`src/bscml_pkg.sv`:
```
package bscml_pkg;

    localparam int PIX_W   = 8;
    localparam int LW_W    = 11;
    localparam int PADDR_W = 5;
    localparam int PDATA_W = 32;

    // register indexes, taken from paddr[4:2]
    localparam logic [2:0] REG_RED_EN   = 3'd0;
    localparam logic [2:0] REG_GREEN_EN = 3'd1;
    localparam logic [2:0] REG_BLUE_EN  = 3'd2;
    localparam logic [2:0] REG_MONO_EN  = 3'd3;
    localparam logic [2:0] REG_SHRINK   = 3'd4;
    localparam logic [2:0] REG_LINE_W   = 3'd5;

    // Q0.8 luma weights, sum to 256
    localparam logic [7:0] LUMA_R = 8'd77;
    localparam logic [7:0] LUMA_G = 8'd150;
    localparam logic [7:0] LUMA_B = 8'd29;

    localparam int CH_R = 0;
    localparam int CH_G = 1;
    localparam int CH_B = 2;

    typedef struct packed {
        logic             red_en;
        logic             green_en;
        logic             blue_en;
        logic             mono_en;
        logic [1:0]       shrink_level;
        logic [LW_W-1:0]  line_width;
    } t_cfg;

    typedef struct packed {
        logic first_row;   // start the block sum afresh, no read needed
        logic wr;          // store the block sum
        logic emit;        // block complete, produce a word
        logic row_last;    // last block of the shrunk row
    } t_blk_flags;

    function automatic logic [1:0] f_eff_shrink(input logic [1:0] lvl, input int max_lvl);
        logic [1:0] res;
        res = (int'(lvl) > max_lvl) ? 2'(max_lvl) : lvl;
        return res;
    endfunction

endpackage

```
`src/bscml_front.sv`:
```
module bscml_front import bscml_pkg::*; #(
    parameter int MAX_WIDTH  = 1024,
    parameter int MAX_SHRINK = 3,
    parameter int HW         = PIX_W + MAX_SHRINK,
    parameter int AW         = $clog2(MAX_WIDTH / 2)
) (
    input  logic                   i_clk,
    input  logic                   i_rst_n,
    input  t_cfg                   i_cfg,
    input  logic                   i_valid,
    input  logic [PIX_W-1:0]       i_red_in,
    input  logic [PIX_W-1:0]       i_green_in,
    input  logic [PIX_W-1:0]       i_blue_in,
    input  logic                   i_frame_start,
    input  logic                   i_q_full,
    output logic                   o_stall,
    output logic                   o_push,
    output logic [2:0][HW-1:0]     o_hsum,
    output logic [AW-1:0]          o_addr,
    output t_blk_flags             o_flags
);

    localparam int CW = $clog2(MAX_WIDTH);
    localparam int XW = ((CW > LW_W) ? CW : LW_W) + 1;

    logic [CW-1:0]         r_col;
    logic [2:0]            r_row;
    logic [2:0][HW-1:0]    r_hsum;

    logic [CW-1:0]         n_col;
    logic [2:0]            n_row;
    logic [2:0][HW-1:0]    n_hsum;

    logic                  accept;
    logic [1:0]            k;
    logic [2:0]            kmask;
    logic [LW_W-1:0]       width;
    logic [CW-1:0]         c;
    logic [2:0]            row;
    logic [2:0][HW-1:0]    hs;
    logic [2:0][HW-1:0]    hs_sum;
    logic [2:0][PIX_W-1:0] pix;
    logic [XW-1:0]         cx;
    logic [XW-1:0]         wx;
    logic [XW-1:0]         bx;
    logic [XW-1:0]         blocks;
    logic                  in_range;
    logic                  seg_end;
    logic                  last_row;
    logic                  line_end;

    assign accept  = i_valid && !i_q_full;
    assign o_stall = i_q_full;

    always_comb begin
        pix[CH_R] = i_red_in;
        pix[CH_G] = i_green_in;
        pix[CH_B] = i_blue_in;

        k     = f_eff_shrink(i_cfg.shrink_level, MAX_SHRINK);
        kmask = 3'((4'd1 << k) - 4'd1);
        if (i_cfg.line_width == '0) begin
            width = LW_W'(1);
        end else if (int'(i_cfg.line_width) > MAX_WIDTH) begin
            width = LW_W'(MAX_WIDTH);
        end else begin
            width = i_cfg.line_width;
        end

        c   = i_frame_start ? '0 : r_col;
        row = i_frame_start ? '0 : r_row;
        hs  = i_frame_start ? '0 : r_hsum;

        cx       = XW'(c);
        wx       = XW'(width);
        in_range = cx < (wx & ~XW'(kmask));
        bx       = cx >> k;
        blocks   = wx >> k;
        seg_end  = (c[2:0] & kmask) == kmask;
        last_row = row >= kmask;
        line_end = (cx + XW'(1)) >= wx;

        for (int ch = 0; ch < 3; ch++) begin
            hs_sum[ch] = hs[ch] + HW'(pix[ch]);
            o_hsum[ch] = (k == 2'd0) ? HW'(pix[ch]) : hs_sum[ch];
        end

        o_push             = accept && in_range && ((k == 2'd0) || seg_end);
        o_addr             = AW'(bx);
        o_flags.first_row  = (k == 2'd0) || (row == 3'd0);
        o_flags.wr         = (k != 2'd0);
        o_flags.emit       = (k == 2'd0) || last_row;
        o_flags.row_last   = (bx == blocks - XW'(1));

        if (line_end) begin
            n_hsum = '0;
        end else if (in_range && (k != 2'd0)) begin
            n_hsum = seg_end ? '0 : hs_sum;
        end else begin
            n_hsum = hs;
        end
        n_col = line_end ? '0 : CW'(cx + XW'(1));
        if (line_end) begin
            n_row = last_row ? 3'd0 : row + 3'd1;
        end else begin
            n_row = row;
        end
    end

    always_ff @(posedge i_clk) begin
        if (!i_rst_n) begin
            r_col  <= '0;
            r_row  <= '0;
            r_hsum <= '0;
        end else if (accept) begin
            r_col  <= n_col;
            r_row  <= n_row;
            r_hsum <= n_hsum;
        end
    end

endmodule

```
`config.mk`:
```
export PLATFORM = sky130hd
export DESIGN_NAME = bscml_front
export DESIGN_NICKNAME = d
export VERILOG_FILES = /design/src/bscml_pkg.sv /design/src/bscml_front.sv
export SDC_FILE = /design/constraint.sdc
export NUM_CORES = 1
export LEC_CHECK = 0
export ABC_CLOCK_PERIOD_IN_PS = 6150
export BUFFER_PORTS_ARGS = -buffer_cell sky130_fd_sc_hd__buf_2
export CORE_MARGIN = 2
export CORE_UTILIZATION = 52
export CTS_BUF_LIST = sky130_fd_sc_hd__clkbuf_8
export DETAILED_ROUTE_END_ITERATION = 10
export GPL_TIMING_DRIVEN = 0
export MAX_ROUTING_LAYER = met4
export PLACE_DENSITY = 0.75
export RECOVER_POWER = 25
export SETUP_SLACK_MARGIN = 0.15
export SYNTH_ARGS = -nofsm -noshare
export SYNTH_HDL_FRONTEND = slang
export SYNTH_SLANG_ARGS = --single-unit
```
`constraint.sdc`:
```
create_clock -name i_clk -period 6.15 [get_ports i_clk]
set_input_delay 0.615 -clock i_clk [delete_from_list [all_inputs] [get_ports i_clk]]
set_output_delay 0.615 -clock i_clk [all_outputs]
set_load 0.02 [all_outputs]
```
==> key figures <==
Pwr
  – Logic pwr share: 37.0%
  – NetSw: 302 µW
  – VDD IR max: 0.000105 V
  – Part of the power in registers: a little under 40%
  – Clock Power Share: a little under a quarter
  – Power Density: 138 mW/mm²
  – Net Sw Frac: between 30% and 40%
  – Leak Pwr: 2.76 nW
  – Internal power: between 400 and 500 µW

Floorplan
  – # rows: 36
  – Die Footprint: 0.0107 mm²
  – Initial Util: 53.1%
  – Io pins: 94
  – Core Region: 0.00968 mm²
  – Die X-Extent: 103 µm
  – Die H: 103 µm

Worst setup path
  – Critical path endpoint category: output port
  – Startpoint types: primary input
  – Crit path max-delay cell type: a2111oi_0
  – Reg2Reg Setup Slack: 1900 ps
  – Crit path max fanout: 10
  – Crit-path most repeated cell: clkbuf_1
  – Crit-path cells: buf_2 -> clkbuf_1 -> clkbuf_1 -> clkbuf_1 -> nor2b_1 -> ha_1 -> fa_1 -> a21o_1 -> a21oi_1 -> o21ai_0 -> a2111oi_0 -> or2_2 -> xor2_1 -> nor2_1 -> buf_2
  – Worst path arrival time: around 5000 ps
  – WP data required: 5530 ps
  – Max incr delay on CP: roughly 740 ps
  – CP Class: primary input to output port

Clocking
  – Root Buffer: clkbuf_8
  – CTS resizes: 0
  – H-tree depth: 2
  – Setup Buffers After CTS: 0
  – Clock Tree Buf Depth: 2
  – Worst-skew pair later-pin latency: about 300 ps
  – Clock Pin Slew Worst Setup and Hold Paths: 90 ps
  – CTS Buf Count: 5
  – Cts hold-fix bufs: 0
  – CTS tree: built
  – CTS Sinks: 46

Status
  – Status: complete, no violations

Logic synthesis
  – Asr flop ratio synth: 0%
  – Post-synth net total: between 700 and 800
  – Top-area cell type share of the netlist area: approximately 18%
  – Post-synth EDFFs: 0
  – Avg Cell Area, Syn: 7.62 µm²
  – Synthesis-stage register bit count: 46
  – Unique masters post-synth: 65
  – Synthesized cell area: 0.00514 mm²
  – Post-synthesis sequential area ratio: 17.9%
  – Top_reg_cell synth: dfxtp_1
  – Synth warnings: 0
  – Dominant cells by area after synthesis: dfxtp_1 18%, ha_1 12%, nand2_1 8.0%
  – Synth area leader: dfxtp_1
  – Gate Count Post-Synth: 674

Finish
  – Final Util: 59.9%
  – Ant diodes: 0
  – Share of cells above drive strength 1: approximately 15%
  – Area Growth Syn to Fin: 12.9%
  – Commonest non-fill, non-tap cell in the layout: nand2_1
  – Net count reported at finish: 868
  – Most frequent cells in the layout: 110 x nand2_1, 76 x buf_2, 51 x ha_1, 48 x nor2_1, 46 x dfxtp_1
  – Fill cell count: 949

STA
  – Final slew viol count: 0
  – RSZ-0062 raised after global routing: no
  – Setup Skew: 5.91 ps
  – Relative slew margins: 40.6%
  – Setup TNS: 0 ps
  – Final setup vio count: 0
  – Min Tclk post-route: 5610 ps
  – Worst-Margin Slew: ~890 ps
  – FMAX: 178 MHz
  – Hold Fails Final Rpt: 0
  – Post-route clock period utilization: a little over 90%

Routing
  – Post-route ant nets: 0
  – Total vias in the final route: around 5300
  – DRC violations left: 0
  – First-pass detailed-route iteration total: 4
  – Routed WL per cell: 16.2 µm
  – Initial DRC Count: 232
  – Post-Route WL: 14600 µm
  – Vias per inst: 5.84

Global routing
  – Global Route Usage Sum: 28.3%
  – Grt total ovfl: 0
  – Vias in the first global route: 5073
  – Global-route wire length before repair: 23700 µm
  – Largest net degree at the start of global routing: 15
  – Initial antenna violation count: 0

Min path
  – Worst min path class: flip-flop to flip-flop

Placement
  – Port buffer count: 87
  – Post-DP HPWL: 11600 µm
  – Placer congestion estimate: between 1 and 1.5

Flow run
  – Max_cap viols: 0
[per-layer routing]
layer	vias to the layer above	global-route usage [%]	wire length [µm]
met2	147	49.4	7300
li1	2620	-	-
met5	-	-	0
met4	0	5.97	161
met3	21	2.76	623
met1	2482	35.4	6520
[stage by stage]
stage / area, µm² / setup slack, ps / total power [mW] / cells / hold slack, ps
global placement: 5740 / 655 / 0.605 / 894 / 449
detailed placement: 5740 / 622 / 0.612 / 894 / 450
floorplan: 5140 / 1800 / 0.524 / 674 / 434
global route: 5800 / 205 / 0.842 / 902 / 496
finish: 5800 / 541 / 0.798 / 902 / 477
CTS: 5830 / 592 / 0.799 / 902 / 477
[kinds of logic (layout without fill, tap and decap cells)]
logic type,count (synthesis),in the layout,share of synthesized area (%)
compound gates,173,173,24.0
buf+inv,55,150,4.41
mux,31,31,7.23
xor+xnor,47,47,8.28
fa+ha+maj,54,54,13.6
flops,46,46,17.9
simple gates,268,268,24.6
[final timing paths]
kind	cells past startpoint	end	startpoint
setup reg to reg	15	r_hsum[24]$_SDFFE_PN0P_	r_col[1]$_SDFFE_PN0P_
hold / removal	1	r_hsum[13]$_SDFFE_PN0P_	r_hsum[13]$_SDFFE_PN0P_
hold reg to reg	1	r_hsum[13]$_SDFFE_PN0P_	r_hsum[13]$_SDFFE_PN0P_
setup / recovery	15	o_hsum[8]	i_frame_start
[layout make-up]
class                   instances  area (µm²)  share of cell area, %
inverters                      21        78.8                   1.36
repair buffers                 87         419                   7.22
clock inverters                 3        17.5                  0.302
plain buffers                  34         141                   2.44
well taps                     133         166                   2.87
flip-flops and latches         46         921                   15.9
clock buffers                   5        68.8                   1.19
multi-input cells             573        3990                   68.8
[power by group through the flow]
stage / Combinational, mW / Sequential (mW) / Clock (mW)
finish: 0.295 / 0.312 / 0.191
global route: 0.325 / 0.312 / 0.205
CTS: 0.295 / 0.311 / 0.192
detailed placement: 0.293 / 0.318 / 0
global placement: 0.287 / 0.318 / 0
floorplan: 0.207 / 0.317 / 0
[critical path, delay by kind of cell]
| family | cells | cell delay [ps] |
|---|---|---|
| and+or+nand+nor | 3 | 460 |
| adders and majority gates | 2 | 660 |
| xor gates and xnor gates | 1 | 170 |
| buffers and inverters | 5 | 1760 |
| AOI/OAI and AO/OA | 4 | 1300 |
[state kept, by name, summed over array words and instances (netlist names)]
register  flops
r_row         3
r_hsum       33
r_col        10
[cells in the mapped netlist (3+ instances only)]
cell,count
o31ai_1,3
o21ai_0,27
inv_1,19
buf_2,4
dfxtp_1,46
xor2_1,26
nor2b_1,38
buf_1,5
o2111ai_1,3
mux2i_1,18
fa_1,3
or2_2,7
nor4_1,5
ha_1,51
nor3_1,11
mux2_2,9
o211ai_1,3
nand3_1,24
o21a_1,6
xnor2_1,20
a21oi_1,44
nand2_1,110
a21o_1,16
and4_1,3
o41ai_1,3
nand4_1,3
nor2_1,47
a41oi_1,4
nand2b_1,6
o2bb2ai_1,3
a211oi_1,7
clkbuf_1,22
and3_1,4
a22o_1,24
mux4_2,4
a22oi_1,3
Power figures use the tool's default switching activity.
