===== config.mk =====
export PLATFORM = sky130hd
export DESIGN_NAME = bscml_queue
export DESIGN_NICKNAME = d
export VERILOG_FILES = /design/src/bscml_pkg.sv /design/src/bscml_queue.sv
export SDC_FILE = /design/constraint.sdc
export NUM_CORES = 1
export LEC_CHECK = 0
export ABC_AREA = 1
export BUFFER_PORTS_ARGS = -buffer_cell sky130_fd_sc_hd__buf_2
export CAP_MARGIN = 20
export CORE_ASPECT_RATIO = 1.2
export CORE_MARGIN = 1.5
export CORE_UTILIZATION = 24
export DETAILED_ROUTE_END_ITERATION = 12
export HOLD_SLACK_MARGIN = 0.05
export SLEW_MARGIN = 20
export SYNTH_ARGS = -nofsm -noshare
export SYNTH_HDL_FRONTEND = slang
export SYNTH_SLANG_ARGS = --single-unit
export TNS_END_PERCENT = 50

===== constraint.sdc =====
create_clock -name i_clk -period 1.47 [get_ports i_clk]
set_input_delay 0.147 -clock i_clk [delete_from_list [all_inputs] [get_ports i_clk]]
set_output_delay 0.147 -clock i_clk [all_outputs]
set_load 0.01 [all_outputs]

===== src/bscml_pkg.sv =====
package bscml_pkg;

    localparam int PIX_W   = 8;
    localparam int LW_W    = 11;
    localparam int PADDR_W = 5;
    localparam int PDATA_W = 32;

    // register indexes, taken from paddr[4:2]
    localparam logic [2:0] REG_RED_EN   = 3'd0;
    localparam logic [2:0] REG_GREEN_EN = 3'd1;
    localparam logic [2:0] REG_BLUE_EN  = 3'd2;
    localparam logic [2:0] REG_MONO_EN  = 3'd3;
    localparam logic [2:0] REG_SHRINK   = 3'd4;
    localparam logic [2:0] REG_LINE_W   = 3'd5;

    // Q0.8 luma weights, sum to 256
    localparam logic [7:0] LUMA_R = 8'd77;
    localparam logic [7:0] LUMA_G = 8'd150;
    localparam logic [7:0] LUMA_B = 8'd29;

    localparam int CH_R = 0;
    localparam int CH_G = 1;
    localparam int CH_B = 2;

    typedef struct packed {
        logic             red_en;
        logic             green_en;
        logic             blue_en;
        logic             mono_en;
        logic [1:0]       shrink_level;
        logic [LW_W-1:0]  line_width;
    } t_cfg;

    typedef struct packed {
        logic first_row;   // start the block sum afresh, no read needed
        logic wr;          // store the block sum
        logic emit;        // block complete, produce a word
        logic row_last;    // last block of the shrunk row
    } t_blk_flags;

    function automatic logic [1:0] f_eff_shrink(input logic [1:0] lvl, input int max_lvl);
        logic [1:0] res;
        res = (int'(lvl) > max_lvl) ? 2'(max_lvl) : lvl;
        return res;
    endfunction

endpackage


===== src/bscml_queue.sv =====
module bscml_queue import bscml_pkg::*; #(
    parameter int WIDTH = 8,
    parameter int DEPTH = 4
) (
    input  logic             i_clk,
    input  logic             i_rst_n,
    input  logic             i_push,
    input  logic [WIDTH-1:0] i_data,
    output logic             o_full,
    input  logic             i_pop,
    output logic             o_valid,
    output logic [WIDTH-1:0] o_data
);

    localparam int PW = (DEPTH > 1) ? $clog2(DEPTH) : 1;
    localparam int NW = $clog2(DEPTH + 1);

    logic [WIDTH-1:0] r_slot [DEPTH];
    logic [PW-1:0]    r_wptr;
    logic [PW-1:0]    r_rptr;
    logic [NW-1:0]    r_count;

    assign o_full  = (r_count == NW'(DEPTH));
    assign o_valid = (r_count != '0);
    assign o_data  = r_slot[r_rptr];

    always_ff @(posedge i_clk) begin
        if (i_push) begin
            r_slot[r_wptr] <= i_data;
        end
    end

    always_ff @(posedge i_clk) begin
        if (!i_rst_n) begin
            r_wptr  <= '0;
            r_rptr  <= '0;
            r_count <= '0;
        end else begin
            if (i_push) begin
                r_wptr <= (r_wptr == PW'(DEPTH - 1)) ? '0 : r_wptr + PW'(1);
            end
            if (i_pop) begin
                r_rptr <= (r_rptr == PW'(DEPTH - 1)) ? '0 : r_rptr + PW'(1);
            end
            if (i_push && !i_pop) begin
                r_count <= r_count + NW'(1);
            end else if (!i_push && i_pop) begin
                r_count <= r_count - NW'(1);
            end
        end
    end

`ifndef SYNTHESIS
    a_count_bound: assert property (@(posedge i_clk) disable iff (!i_rst_n)
        r_count <= NW'(DEPTH))
        else $error("queue count past depth");
    a_no_overflow: assert property (@(posedge i_clk) disable iff (!i_rst_n)
        i_push |-> (!o_full || i_pop))
        else $error("push into full queue");
    a_no_underflow: assert property (@(posedge i_clk) disable iff (!i_rst_n)
        i_pop |-> o_valid)
        else $error("pop from empty queue");
`endif

endmodule


==> impl_metrics.ini, run 1 <==
[run_status]
status = complete, no violations

[synth]
syn_nets = 155
synth-seq-area-share_pct = 68.99
ys_warn_count = 0
yosys-top-cells-count = 32 x edfxtp_1, 23 x nor2_1, 15 x inv_1, 15 x o21ai_0
synth_top_area_share_pct = 58.09
synthFlopType = edfxtp_1
synth_edf_count = 32
ys_ff_latch = 41
yosys.area.top_type = edfxtp_1
synthCells = 136
synthTopCellsByArea = edfxtp_1 58%, dfxtp_1 11%, nor2_1 5.2%
synth.distinct_cells = 19
ys_async_sr_fraction_pct = 0
synth_most_common_cell = edfxtp_1
synth.avg_cell_area_um2 = 12.16
syn_area_um2 = 1654

[floorplanning]
row_count = 32
die_w_um = 78.79
core_um2 = 6566
die_y_um = 93.94
ios = 22
start_util_pct = 25.19
fp.dieArea_um2 = 7401

[timing]
finalWorstSetupSlack_ns = 0.07740
worst_pin_slew_ns = 0.3676
report.final.slew_viol_count = 0
finalCriticalPeriod_ns = 1.393
finalCritPeriodShare_pct = 94.73
skew_ns = 0.004464
rsz0062_at_grt = yes
slew_headroom_pct = 75.47
finalHoldViolations = 0
setup_violations = 0
tns_ns = 0
max_freq_ghz = 0.7181

[power_and_ir_drop]
power_leakage_nw = 0.7820
p_sw_share_pct = 25.06
p_seq_share_pct = 57.7
clkPwrFrac_pct = 29.3
peakVddDrop_v = 0.0004143
finalPower_w = 0.002340
power_switching_w = 0.0005864
pwr-share-comb_pct = 13.0
powerDensity_nw_per_um2 = 1183
internal-power_w = 0.001753

[setup_path]
required_ns = 1.32
worst-path-max-fanout = 10
critPathArrivalTime_ns = 1.25
start_kind = flip-flop
end_kind = output port
path_class = flip-flop to output port

[grt]
grt_pass1_wl_um = 4657
track_usage_pct = 8.744
grt_max_degree = 17
antenna_found_initial = 0
grt_overflow = 0
grt_pass1_vias = 1022

[placement]
dp_slack_ns = 0.09475
portBuffers = 21
place_hpwl_um = 2019
placed_cell_area_um2 = 1881
gp_congestion = 0.7258

[routing]
via_per_inst = 4.171
wl_per_cell_um = 11.62
wirelength_um = 2929
num_vias = 1051
first_iter_violations = 79
antenna_left = 0
drtPass1Iterations = 4
drc = 0

[clock_network]
htreeDepth = 2
cts_buffer_depth = 2
cts_tree = yes
cts_made_buffers = 5
post_cts_buffers = 0
postCtsHoldBufs = 0
clk_pin_slew_ns = 0.07
worstSkewPairLatency_ns = 0.29
clock_sinks = 41
cts-root-buf = clkbuf_8

[run]
maxCapViolCount = 0

[hold_path]
hold_class = input pin to flip-flop

[cells_and_area]
area.growth.synth_to_final_pct = 19.59
n_fill_cell = 684
diodes = 0
drive_gt1_share_pct = 23.95
nets = 186
stdcell_area_um2 = 1978
-- placed cells by master, fill, tap and decap left out --
| cell | synthesis | layout |
|---|---|---|
| inv_4 | 0 | 1 |
| o22ai_1 | 8 | 8 |
| buf_6 | 2 | 2 |
| edfxtp_1 | 32 | 32 |
| nor3_1 | 3 | 3 |
| buf_2 | 0 | 21 |
| clkinvlp_4 | 0 | 1 |
| inv_1 | 15 | 14 |
| fa_1 | 1 | 1 |
| a21oi_1 | 3 | 3 |
| o21ai_2 | 2 | 2 |
| xor2_1 | 1 | 1 |
| nor2_1 | 23 | 23 |
| clkinv_1 | 0 | 1 |
| nand4_1 | 1 | 1 |
| nor2_2 | 2 | 2 |
| o21ai_1 | 2 | 3 |
| buf_4 | 0 | 3 |
| inv_2 | 1 | 1 |
| nand2_1 | 9 | 9 |
| ha_1 | 6 | 6 |
| o21ai_0 | 15 | 14 |
| clkbuf_8 | 0 | 5 |
| nand3_1 | 1 | 1 |
| dfxtp_4 | 0 | 2 |
| dfxtp_1 | 9 | 7 |
-- state kept, by name, indices dropped and copies added, names as in the netlist, named ones only --
signal and flops:
r_wptr 2, r_slot 32, r_count 3, r_rptr 2
-- power groups by stage --
stage / logic, W / registers, W / clock network (W)
floorplan: 0.000190 / 0.00137 / 0
global placement: 0.000299 / 0.00137 / 0
detailed placement: 0.000306 / 0.00137 / 0
CTS: 0.000308 / 0.00135 / 0.000702
global route: 0.000347 / 0.00136 / 0.000734
finish: 0.000304 / 0.00135 / 0.000685
-- layout make-up --
class / count / area, µm² / share of cell area (%)
flip-flops and latches: 41 / 1149 / 58.06
multi-input cells: 77 / 430.4 / 21.76
repair buffers: 26 / 150.1 / 7.590
well taps: 85 / 106.4 / 5.376
clock buffers: 5 / 68.82 / 3.479
inverters: 16 / 62.56 / 3.163
clock inverters: 2 / 11.26 / 0.5693
-- critical path, cell delays in order (launching register included) --
cell and delay (ns):
dfxtp_4 0.37, buf_6 0.14, o21ai_0 0.11, o22ai_1 0.18, buf_2 0.16
-- per-layer routing --
metal,vias up,routed length (µm),GRT usage (%)
met5,-,0,0
met4,0,59,4.464
met3,5,187,3.689
met2,31,1356,13.94
met1,482,1326,9.969
li1,533,-,-
-- metrics by stage --
| stage | std cells | hold slack, ns | util [%] |
|---|---|---|---|
| 2_1_floorplan | 136 | 0.2459 | - |
| 3_3_place_gp | 245 | 0.3662 | 28.64 |
| 3_5_place_dp | 245 | 0.3679 | 28.64 |
| 4_1_cts | 252 | 0.06335 | 29.94 |
| 5_1_grt | 252 | 0.06324 | 30.13 |
| 6_report | 252 | 0.06870 | 30.13 |
-- final timing paths --
| path | from | endpoint | slack (ns) | cells past startpoint |
|---|---|---|---|---|
| max reg2reg | r_wptr[0]$_SDFFE_PN0P_ | r_slot[0][5]$_DFFE_PP_ | 0.21 | 4 |
| max | flip-flop | o_data[3] | 0.08 | 4 |
| min reg2reg | r_count[2]$_SDFFE_PN0P_ | r_count[2]$_SDFFE_PN0P_ | 0.54 | 3 |
| min | i_data[4] | r_slot[1][4]$_DFFE_PP_ | 0.07 | 1 |
-- repair_timing --
action | in CTS | in global routing
pin swaps | 0 | 1
setup endpoints to repair | 5 | 4
resized for setup | 4 | 5
-- cell families (layout without fill, tap and decap cells) --
kind of cell / after synthesis / after routing / share of synthesized area, %
xor+xnor: 1 / 1 / 0.5296
buf+inv: 18 / 49 / 4.992
compound gates: 30 / 30 / 10.14
fa+ha+maj: 7 / 7 / 5.749
simple gates: 39 / 39 / 9.606
flops: 41 / 41 / 68.99
Power figures use the tool's default switching activity.
==> run 2, diff against run 1 <==
==> constraint.sdc (replaced) <==
create_clock -name i_clk -period 1.47 [get_ports i_clk]
set_input_delay 0 -clock i_clk [delete_from_list [all_inputs] [get_ports i_clk]]
set_output_delay 0 -clock i_clk [all_outputs]
set_load 0.01 [all_outputs]
==> run 2 against run 1 <==
Compared with the run above: utilization grew 1.7 points; largest power group unchanged; critical path type unchanged; worst setup slack worse by 0.019 ns; via count increased by 2.9%; final cell count is 4.0% higher; power rose by 9.8%; critical endpoint is now o_data[2]; fmax shrank 1.3%; final area grew 5.6%.
==> impl_metrics.ini, run 2 (same netlist as run 1, synthesis figures left out) <==
[timing]
skew_ns = 0.006633
finalCriticalPeriod_ns = 1.411
max_freq_ghz = 0.7086
setup_violations = 0
finalHoldViolations = 0
tns_ns = 0
report.final.slew_viol_count = 0
finalCritPeriodShare_pct = 96.00
slew_headroom_pct = 74.69
worst_pin_slew_ns = 0.3792
rsz0062_at_grt = no

[routing]
wirelength_um = 3117
drtPass1Iterations = 4
antenna_left = 0
via_per_inst = 4.126
wl_per_cell_um = 11.90
first_iter_violations = 65
num_vias = 1081
drc = 0

[run_status]
status = complete, no violations

[grt]
grt_pass1_wl_um = 5106
track_usage_pct = 9.123
grt_overflow = 0
antenna_found_initial = 0
grt_pass1_vias = 1107
grt_max_degree = 17

[power_and_ir_drop]
internal-power_w = 0.001954
p_sw_share_pct = 23.90
clkPwrFrac_pct = 35.1
power_leakage_nw = 0.8316
power_switching_w = 0.0006139
pwr-share-comb_pct = 12.3
finalPower_w = 0.002568
p_seq_share_pct = 52.6
peakVddDrop_v = 0.0004264
powerDensity_nw_per_um2 = 1229

[cells_and_area]
final_common_cell = edfxtp_1
n_fill_cell = 705
area.growth.synth_to_final_pct = 26.32
top_register = r_slot
diodes = 0
final_cell_mix = 32 x edfxtp_1, 23 x nor2_1, 21 x buf_2
stdcell_area_um2 = 2090
drive_gt1_share_pct = 22.60
largest_reg_flops = 32
nets = 195
top_regs = r_slot (32), r_count (3)

[setup_path]
critPathArrivalTime_ns = 1.41
required_ns = 1.47
path_cells = inv_2 -> o21ai_0 -> o22ai_1 -> buf_2
cp_top_family = buffers and inverters
path_buf_inv = 2
end_kind = output port
worst-path-max-fanout = 16
path_class = flip-flop to output port
cp_slowest_cell = dfxtp_1
start_kind = flip-flop
slowest_delay_ns = 0.35

[clock_network]
clk_pin_slew_ns = 0.08
cts-root-buf = clkbuf_8
clock_sinks = 41
cts_buffer_depth = 2
post_cts_buffers = 0
worstSkewPairLatency_ns = 0.29
cts_tree = yes
cts_made_buffers = 5
htreeDepth = 2

[placement]
portBuffers = 21
place_hpwl_um = 2192
placed_cell_area_um2 = 1873
gp_congestion = 0.6956

[floorplanning]
die_w_um = 78.79
fp.dieArea_um2 = 7401
die_y_um = 93.94
row_count = 32
core_um2 = 6566
ios = 22
start_util_pct = 25.19

[run]
maxCapViolCount = 0

[hold_path]
hold_class = input pin to flip-flop
run 2: timing repair:
action | in CTS | in global routing
hold endpoints to repair | 41 | 0
resized for setup | 2 | 0
setup endpoints to repair | 1 | 0
hold buffers | 10 | 0
run 2: power groups by stage:
stage          registers [W]  logic, W  clock network (W)
6_report             0.00135  0.000316           0.000901
3_3_place_gp         0.00138  0.000292                  0
3_5_place_dp         0.00138  0.000299                  0
5_1_grt              0.00136  0.000362           0.000967
4_1_cts              0.00135  0.000323           0.000926
2_1_floorplan        0.00137  0.000190                  0
run 2: cell type report:
class / instances / area (µm²) / share of cell area [%]
clock inverters: 3 / 46.29 / 2.216
flip-flops and latches: 41 / 1142 / 54.67
inverters: 16 / 60.06 / 2.874
multi-input cells: 77 / 430.4 / 20.60
repair buffers: 35 / 235.2 / 11.26
well taps: 85 / 106.4 / 5.090
clock buffers: 5 / 68.82 / 3.293
run 2: worst paths after layout:
check                         startpoint                     end  slack (ns)  cells past startpoint
hold reg to reg   r_wptr[1]$_SDFFE_PN0P_  r_wptr[1]$_SDFFE_PN0P_        0.53                      2
hold / removal                     i_pop               flip-flop        0.06                      4
setup / recovery               flip-flop               o_data[2]        0.06                      4
setup reg to reg  r_wptr[0]$_SDFFE_PN0P_  r_slot[3][5]$_DFFE_PP_        0.21                      4
run 2: routing by layer:
metal	vias to the layer above	wire length (µm)	global-route usage [%]
li1	551	-	-
met5	-	0	0
met2	20	1571	15.59
met3	4	111	2.427
met4	0	21	2.679
met1	506	1411	11.21
run 2: through the flow:
stage / utilization (%) / hold WS, ns / worst slack [ns] / std cells
3_3_place_gp: 28.53 / 0.2202 / 0.2168 / 244
3_5_place_dp: 28.53 / 0.2249 / 0.1918 / 244
6_report: 31.82 / 0.05908 / 0.05874 / 262
4_1_cts: 31.82 / 0.05112 / 0.02529 / 262
5_1_grt: 31.82 / 0.07557 / 0.0009814 / 262
2_1_floorplan: - / 0.09887 / 0.3218 / 136
run 2: worst min-delay path, delay by kind of cell:
| family | cells | cell delay (ns) |
|---|---|---|
| buffers and inverters | 2 | 0.16 |
| and+or+nand+nor | 2 | 0.15 |
==> run 3, diff against run 2 <==
==> constraint.sdc (replaced) <==
create_clock -name i_clk -period 1.1 [get_ports i_clk]
set_input_delay 0 -clock i_clk [delete_from_list [all_inputs] [get_ports i_clk]]
set_output_delay 0 -clock i_clk [all_outputs]
set_load 0.01 [all_outputs]
==> run 3 against run 2 <==
Compared with the run above: the run now ends with setup timing left; power increased by 51%; via count up 8.6%; routed wire length grew 10%; global-route usage rose by 0.68 points; first-iteration DRC count up 1.5%; non-clock buffer count rose by 16; combinational power rose by 100%.
==> impl_metrics.ini, run 3 (same netlist as run 1, synthesis figures left out) <==
[timing]
worst_pin_slew_ns = 0.2120
finalHoldViolations = 0
finalCriticalPeriod_ns = 1.240
skew_ns = 0.004730
rsz0062_at_grt = yes
finalCritPeriodShare_pct = 112.8
setup_violations = 34
report.final.slew_viol_count = 0
max_freq_ghz = 0.8062
slew_headroom_pct = 85.83
hold-worst-slack_ns = 0.1516
finalWorstSetupSlack_ns = -0.1404

[setup_path]
path_class = flip-flop to output port
critPathArrivalTime_ns = 1.24
reg2reg_depth = 6
end_kind = output port
cp_slowest_cell = dfxtp_4
path_buf_inv = 3
slowest_delay_ns = 0.40
cp.depth = 5
worst-path-max-fanout = 8
cp-endpoint = o_data[3]
rr_endpoint = r_slot[1][2]$_DFFE_PP_
reg2reg_from = r_wptr[1]$_SDFFE_PN0P_
cp_top_family = flip-flops
start_kind = flip-flop
required_ns = 1.10
path_cells = buf_12 -> clkinv_8 -> o21ai_1 -> o22ai_1 -> buf_2
rrSetupSlack_ns = -0.05

[floorplanning]
ios = 22
start_util_pct = 25.19
die_w_um = 78.79
die_y_um = 93.94
fp.dieArea_um2 = 7401
row_count = 32
core_um2 = 6566

[cells_and_area]
final_cell_mix = 32 x edfxtp_1, 22 x nor2_1, 21 x buf_2
stdcell_area_um2 = 2442
seq_area_um2 = 1151
n_fill_cell = 653
final_core_util_pct = 37.20
nets = 212
final_common_cell = edfxtp_1
diodes = 0
multi_input_area_um2 = 521.8
top_register = r_slot
area.growth.synth_to_final_pct = 47.65
top_regs = r_slot (32), r_count (3)
largest_reg_flops = 32
drive_gt1_share_pct = 43.81

[power_and_ir_drop]
powerDensity_nw_per_um2 = 1590
finalPower_w = 0.003882
power_leakage_nw = 0.9560
peakVddDrop_v = 0.0006255

[placement]
portBuffers = 21
placed_cell_area_um2 = 1988
place_hpwl_um = 2244
gp_congestion = 0.7087

[clock_network]
worstSkewPairLatency_ns = 0.29
clk_pin_slew_ns = 0.08
cts_buffer_depth = 2
cts_tree = yes
cts_made_buffers = 5
cts-root-buf = clkbuf_8
clock_sinks = 41
htreeDepth = 2

[routing]
num_vias = 1174
antenna_left = 0
drc = 0
drtPass1Iterations = 4
via_per_inst = 4.208
wl_per_cell_um = 12.33
wirelength_um = 3441
first_iter_violations = 66

[grt]
track_usage_pct = 9.806
grt_pass1_vias = 1158
antenna_found_initial = 0
grt_overflow = 0
grt_pass1_wl_um = 5430
grt_max_degree = 15

[run]
maxCapViolCount = 0

[run_status]
status = complete, but fails checks
violations = setup timing

[hold_path]
hold_class = input pin to flip-flop
==> run 3: cell type report <==
type	count	area share [%]
Clock buffer	5	2.818
Clock inverter	3	2.818
Inverter	16	3.227
Multi-Input combinational cell	77	21.36
Sequential cell	41	47.13
Tap cell	85	4.355
Timing Repair Buffer	51	17.83
Timing Repair inverter	1	0.4611
==> run 3: per-stage QoR <==
step	setup WS [ns]	setup TNS, ns	cells
detailed placement	-0.1336	-3.377	257
CTS	-0.1584	-1.811	278
finish	-0.1404	-1.738	279
global route	-0.1988	-3.511	279
global placement	-0.07008	-2.173	257
floorplan	0.01393	0	136
==> run 3: timing repair <==
action                                 4_1_cts  5_1_grt
hold buffers                                10        0
setup endpoints to repair                   43       45
buffers inserted                             2        0
cloned                                       1        1
pin swaps                                    5       11
endpoints found under the hold margin       37        0
gates resized for setup                     40       20
==> run 3: worst min path at each step <==
| stage | endpoint | startpoint | cells past startpoint | slack, ns |
|---|---|---|---|---|
| after floorplan | r_slot[0][0]$_DFFE_PP_ | i_data[0] | 0 | 0.1 |
| after global placement | r_slot[3][4]$_DFFE_PP_ | i_data[4] | 1 | 0.22 |
| after detailed placement | r_slot[3][4]$_DFFE_PP_ | i_data[4] | 1 | 0.22 |
| after CTS | flip-flop | i_pop | 5 | 0.15 |
| after global routing | r_count[1]$_SDFFE_PN0P_ | i_push | 4 | 0.19 |
| final | flip-flop | i_pop | 5 | 0.15 |
==> run 3: layer usage <==
layer / global-route usage (%) / vias up / wire length (µm)
met2: 16.95 / 18 / 1759
met5: 0 / - / 0
met4: 4.018 / 0 / 18
met1: 11.04 / 568 / 1537
li1: - / 586 / -
met3: 3.204 / 2 / 127
==> run 3: report_power, final <==
group          switching, W  internal, W  leakage [nW]  total [W]
combinational      0.000325     0.000306         0.516   0.000631
clock              0.000534     0.000913        0.0687    0.00145
sequential        0.0000445      0.00176         0.371    0.00180
total              0.000904      0.00298         0.956    0.00388
==> run 3: worst min-delay path: cells and delay by family <==
family	cells	cell delay (ns)
simple gates	2	0.14
buf+inv	3	0.27
